[config.mk]
export PLATFORM = sky130hd
export DESIGN_NAME = qte_isqrt
export DESIGN_NICKNAME = d
export VERILOG_FILES = /design/src/rtl/qte_pkg.sv /design/src/rtl/qte_isqrt.sv
export SDC_FILE = /design/constraint.sdc
export NUM_CORES = 2
export LEC_CHECK = 0
export BUFFER_PORTS_ARGS = -buffer_cell sky130_fd_sc_hd__buf_2
export CELL_PAD_IN_SITES_DETAIL_PLACEMENT = 0
export CELL_PAD_IN_SITES_GLOBAL_PLACEMENT = 1
export CORE_UTILIZATION = 45
export CTS_CLUSTER_SIZE = 12
export DETAILED_ROUTE_END_ITERATION = 8
export GPL_TIMING_DRIVEN = 0
export PLACE_DENSITY = 0.74
export SLEW_MARGIN = 20
export SYNTH_ARGS = -nofsm -noshare
export SYNTH_HDL_FRONTEND = slang
export SYNTH_MEMORY_MAX_BITS = 65536
export SYNTH_SLANG_ARGS = --single-unit
[constraint.sdc]
create_clock -name clk -period 9.2 [get_ports clk]
set_input_delay 0.46 -clock clk [delete_from_list [all_inputs] [get_ports clk]]
set_output_delay 0.46 -clock clk [all_outputs]
set_load 0.01 [all_outputs]
[src/rtl/qte_pkg.sv]
// ----------------------------------------------------------------------------
// qte_pkg
// Shared widths, constants and the arctangent table for the quaternion to
// Euler angle pipeline.
// ----------------------------------------------------------------------------
`default_nettype none

package qte_pkg;

  // field widths
  localparam int QW = 16;            // quaternion component, Q2.14
  localparam int AW = 16;            // angle out, Q3.13

  // internal widths
  localparam int PW   = 34;          // products summed and doubled, Q6.28
  localparam int CW   = 38;          // cordic x / y datapath
  localparam int ZW   = 33;          // cordic angle accumulator, Q30
  localparam int TW   = 30;          // arctangent table entry
  localparam int HW   = 14;          // half of the sine magnitude
  localparam int MW   = 2 * HW;      // sine magnitude below one
  localparam int SQW  = 58;          // square root remainder / root
  localparam int RW   = MW + 1;      // root and reduced sine width

  localparam int SQRT_STAGES = MW + 1;         // one root bit per stage
  localparam int ISQ_LAT     = SQRT_STAGES + 2; // plus square and subtract

  localparam int ATAN_LEN         = 24;
  localparam int CORDIC_STEPS_DEF = 16;

  localparam logic signed [PW-1:0] ONE_Q28     = PW'(268435456);
  localparam logic signed [PW-1:0] NEG_ONE_Q28 = -PW'(268435456);
  localparam logic signed [ZW-1:0] HALF_PI_Q30 = ZW'(1686629713);
  localparam logic signed [AW-1:0] HALF_PI_Q13 = AW'(12868);
  localparam logic        [AW-1:0] PI_Q13      = AW'(25736);

  // atan(2^-i) in Q30, truncated
  function automatic logic [TW-1:0] atan_q30(input int idx);
    logic [TW-1:0] v;
    case (idx)
      0:  v = TW'(843314856);
      1:  v = TW'(497837829);
      2:  v = TW'(263043836);
      3:  v = TW'(133525158);
      4:  v = TW'(67021686);
      5:  v = TW'(33543515);
      6:  v = TW'(16775850);
      7:  v = TW'(8388437);
      8:  v = TW'(4194282);
      9:  v = TW'(2097149);
      10: v = TW'(1048575);
      11: v = TW'(524287);
      12: v = TW'(262143);
      13: v = TW'(131071);
      14: v = TW'(65535);
      15: v = TW'(32767);
      16: v = TW'(16383);
      17: v = TW'(8191);
      18: v = TW'(4095);
      19: v = TW'(2047);
      20: v = TW'(1023);
      21: v = TW'(511);
      22: v = TW'(255);
      23: v = TW'(127);
      default: v = '0;
    endcase
    return v;
  endfunction

endpackage

`default_nettype wire

[src/rtl/qte_isqrt.sv]
// ----------------------------------------------------------------------------
// qte_isqrt
// Pitch cosine: squares the pitch sine in partial products, subtracts from
// one and takes the floor square root one result bit per stage.
// ----------------------------------------------------------------------------
`default_nettype none

module qte_isqrt import qte_pkg::*; (
  input  logic                 clk,
  input  logic                 rst_n,
  input  logic                 en,
  input  logic                 in_vld,
  input  logic signed [PW-1:0] sp_in,
  output logic                 out_vld,
  output logic        [RW-1:0] c_out,
  output logic signed [RW-1:0] sp_out,
  output logic                 clamp_out,
  output logic                 neg_out
);

  localparam logic [SQW-1:0] SQ_ONE = SQW'(1) << (2 * MW);

  logic signed [PW-1:0] mag;
  logic                 clamp;
  logic [HW-1:0]        hi, lo;

  logic                 a_vld_r, a_clamp_r, a_neg_r;
  logic signed [RW-1:0] a_sp_r;
  logic [MW-1:0]        hh_r, hl_r, ll_r;
  logic [SQW-1:0]       s2;

  logic [SQW-1:0]       rem_r   [0:SQRT_STAGES];
  logic [SQW-1:0]       res_r   [0:SQRT_STAGES];
  logic signed [RW-1:0] sp_r    [0:SQRT_STAGES];
  logic                 clamp_r [0:SQRT_STAGES];
  logic                 neg_r   [0:SQRT_STAGES];
  logic                 vld_r   [0:SQRT_STAGES];

  always_comb begin
    mag   = sp_in[PW-1] ? -sp_in : sp_in;
    clamp = (sp_in >= ONE_Q28) || (sp_in <= NEG_ONE_Q28);
    hi    = mag[MW-1:HW];
    lo    = mag[HW-1:0];
    s2    = (SQW'(hh_r) << MW) + (SQW'(hl_r) << (HW + 1)) + SQW'(ll_r);
  end

  // stage a: partial products of the sine magnitude
  // stage b: one minus the square
  always_ff @(posedge clk) begin
    if (!rst_n) begin
      a_vld_r  <= 1'b0;
      vld_r[0] <= 1'b0;
    end else if (en) begin
      a_vld_r  <= in_vld;
      vld_r[0] <= a_vld_r;
    end
  end

  always_ff @(posedge clk) begin
    if (en) begin
      hh_r       <= MW'(hi) * MW'(hi);
      hl_r       <= MW'(hi) * MW'(lo);
      ll_r       <= MW'(lo) * MW'(lo);
      a_sp_r     <= sp_in[RW-1:0];
      a_clamp_r  <= clamp;
      a_neg_r    <= sp_in[PW-1];
      rem_r[0]   <= SQ_ONE - s2;
      res_r[0]   <= '0;
      sp_r[0]    <= a_sp_r;
      clamp_r[0] <= a_clamp_r;
      neg_r[0]   <= a_neg_r;
    end
  end

  for (genvar j = 0; j < SQRT_STAGES; j++) begin : g_root
    localparam logic [SQW-1:0] BIT = SQW'(1) << (2 * (SQRT_STAGES - 1 - j));
    logic [SQW-1:0] trial;
    logic           take;

    assign trial = res_r[j] + BIT;
    assign take  = rem_r[j] >= trial;

    always_ff @(posedge clk) begin
      if (!rst_n) begin
        vld_r[j+1] <= 1'b0;
      end else if (en) begin
        vld_r[j+1] <= vld_r[j];
      end
    end

    always_ff @(posedge clk) begin
      if (en) begin
        if (take) begin
          rem_r[j+1] <= rem_r[j] - trial;
          res_r[j+1] <= (res_r[j] >> 1) + BIT;
        end else begin
          rem_r[j+1] <= rem_r[j];
          res_r[j+1] <= res_r[j] >> 1;
        end
        sp_r[j+1]    <= sp_r[j];
        clamp_r[j+1] <= clamp_r[j];
        neg_r[j+1]   <= neg_r[j];
      end
    end
  end

  assign out_vld   = vld_r[SQRT_STAGES];
  assign c_out     = res_r[SQRT_STAGES][RW-1:0];
  assign sp_out    = sp_r[SQRT_STAGES];
  assign clamp_out = clamp_r[SQRT_STAGES];
  assign neg_out   = neg_r[SQRT_STAGES];

endmodule

`default_nettype wire

==> reports/results.ini <==
[sta]
fmax_ghz=0.113
relSlewSlack=0.292
finalMaxSlewViolations=0
period_needed_ns=8.85
hold_viol=0
skew_ns=0.0712
setup_viol=0
fin_crit_sh=0.962
worst_slew_pin_slew_ns=1.06
fin_setup_tns_ns=0
rsz0062_at_grt=no

[pwr]
pwr-share-clk=0.218
seqPwrFrac=0.351
combPwrFrac=0.431
p_per_area_nw_per_um2=340
intPower_mw=36.1
p_leak_nw=66.6
ir_worst_vdd_v=0.00114
switchingPower_mw=21.9
swShare=0.378

[floorplan]
rows=213
core-area_um2=337000
dieArea_um2=341000
fp.dieH_um=584
ioPinCount=99
die_x_um=584
start_util=0.452

[synth]
netlist_instances=11469
seq_area_frac_synth=0.623
synthesis.area_um2=152000
synth_area_per_cell_um2=13.3
yosys_most_used_dff=edfxtp_1
synth-seq-cells=3160
ys_async_sr_fraction=0
yosysWarnings=0
syn-num-nets=12716
synthDistinctLibCells=91
synth_edf_count=3158

[flow_run]
cap_viol_max_count=0

[critical_path]
path_delay_family=adder cells
path_common_cell=fa_1
reg2regPathDepth=14
crit_path_end_kind=flip-flop
r2r_end=rem_r[1][541]
slowest_delay_ns=0.61
path_buf_inv=6
worstSetupPathType=primary input to flip-flop
r2r_setup_slack_ns=3.67
cp-start-kind=primary input
crit_fanout=10
cp_slowest_cell=or4_1
crit_arrival_ns=9.48
worstReg2RegStart=res_r[1][474]
cp.required_ns=9.82

[grt]
antenna_found_initial=8
grt-ovfl-total=0
grt_pass1_vias=90307
grt_max_degree=155
grt_pass1_wl_um=534000
globalRouteTotalUtil=0.203

[detailed_routing]
finalWirelength_um=348000
first_pass_iters=7
vias=89181
ant_nets=0
drcViolationCount=0
drt_iter0_markers=6642
routed_via_density=5.33
detail_route.wl_per_cell_um=20.8

[final_layout]
seq_area_um2=94900
area_growth_syn_to_layout_pct=12.1
mostFrequentLayoutCell=edfxtp_1
nets=13239
final_util=0.507
layout_common_cells=edfxtp_1, inv_1, ha_1, nand2_1, nor2_1
stdcell_area_um2=171000
drive_above_1_share=0.0679
fillCellCount=28543
multiInputGateArea_um2=52000

[clock_network]
insertion_delay_ns=0.91
cts_tree=done
cts_sinks=3160
numCtsBuffers=337
max-clock-path-buffers=4
clk_pin_slew_worst_paths_ns=0.06
clock-root-buffer=clkbuf_16
htree_levels=5

[hold_path]
holdCritStartpoint=en
whs_endpoint=sp_r[1][199]
hold_path_depth=2
hp-class=primary input to flip-flop

[outcome]
status=finished clean

[placement]
port-buffer-count=98
place.gp.congestion=0.893
postPlaceCellArea_um2=160000
dp_hpwl_um=261000

-- power groups by stage --
| stage | registers [mW] | logic (mW) | clock network (mW) |
|---|---|---|---|
| floorplan | 20.1 | 17.1 | 0 |
| global placement | 20.9 | 24.7 | 0 |
| detailed placement | 20.7 | 24.8 | 0 |
| CTS | 20.4 | 25.4 | 13.1 |
| global route | 20.5 | 28.0 | 13.6 |
| finish | 20.4 | 25.0 | 12.7 |
-- through the flow --
stage / hold slack (ns) / worst slack, ns / power [mW] / cells
floorplan: 0.400 / 0.299 / 37.2 / 11469
global placement: 0.400 / -22.03 / 45.5 / 16082
detailed placement: 0.405 / -2.92 / 45.5 / 16123
CTS: 0.207 / 0.0386 / 58.8 / 16718
global route: 0.207 / 0.163 / 62.1 / 16725
finish: 0.227 / 0.347 / 58.1 / 16728
-- repair_timing --
item,4_1_cts,5_1_grt
setup buffers,4,8
hold endpoints to repair,34,0
pin swaps,3,2
gates resized for setup,55,25
setup endpoints to repair,35,16
hold buffers,36,0
-- worst max path at each step --
| stage | slack [ns] | startpoint | depth (start not counted) | to |
|---|---|---|---|---|
| finish | 0.35 | sp_in[4] | 32 | hl_r[27] |
| floorplan | 0.30 | sp_in[0] | 31 | hh_r[26] |
| CTS | 0.04 | sp_in[0] | 31 | hl_r[24] |
| global placement | -22.03 | en | 9 | rem_r[1][209] |
| global route | 0.16 | sp_in[33] | 27 | ll_r[26] |
| detailed placement | -2.92 | sp_in[0] | 34 | hl_r[24] |
-- layer usage --
layer  track usage  part of all wire
met5             0          0.000040
met4        0.0614             0.031
met3        0.0251             0.043
met2         0.356              0.50
met1         0.263              0.43
-- cell usage after synthesis, types with 249 or more instances --
master       n  area share
o21ai_0    475       0.016
fa_1       373       0.049
xor2_1     381       0.022
nor4_1     250       0.010
nand2_1    832       0.021
nor2_1     667       0.016
nor3_1     249      0.0082
edfxtp_1  3158        0.62
xnor2_1    492       0.028
ha_1       836       0.069
a21o_1     280       0.014
a21oi_1    520       0.017
inv_1     1201       0.030
-- sequential cells by signal, indices dropped and copies added (netlist names) --
| register | flops |
|---|---|
| clamp_r | 30 |
| neg_r | 30 |
| vld_r | 30 |
| a_sp_r | 29 |
| hh_r | 27 |
| res_r | 435 |
| ll_r | 26 |
| sp_r | 869 |
| hl_r | 28 |
| a_clamp_r | 1 |
| a_vld_r | 1 |
| a_neg_r | 1 |
| rem_r | 1653 |
-- area by class of cell --
class                           count  share of cell area
Antenna cell                        4           0.0000587
Buffer                            273             0.00774
Clock buffer                      415              0.0518
Clock inverter                    141             0.00804
Inverter                         1209              0.0267
Multi-Input combinational cell   6824               0.305
Sequential cell                  3160               0.556
Tap cell                         4515              0.0331
Timing Repair Buffer              187              0.0118
-- worst register-to-register path, cell delays in order (launching register included) --
cell and delay (ns):
edfxtp_1 0.39, inv_1 0.06, ha_1 0.34, nor2b_1 0.15, o21ai_0 0.23, a21boi_0 0.14, o21ai_0 0.35, a211oi_1 0.20
o41ai_1 0.83, o2111ai_1 0.19, o211ai_1 0.29, o21ai_0 0.32, a211oi_1 0.70, clkbuf_1 0.62, mux2_2 0.43
-- kinds of logic (layout without fill, tap and decap cells) --
kind of cell	after synthesis	count (layout)	synth area share
other	0	4	0
multiplexers	49	49	0.00358
AO/OA/AOI/OAI	1783	1783	0.0732
flip-flops	3160	3160	0.623
AND/OR/NAND/NOR	2910	2910	0.0946
adder cells (fa/ha/maj)	1209	1209	0.118
buffers and inverters	1485	2225	0.0374
XOR/XNOR	873	873	0.0502
(Power assumes the default switching activity.)
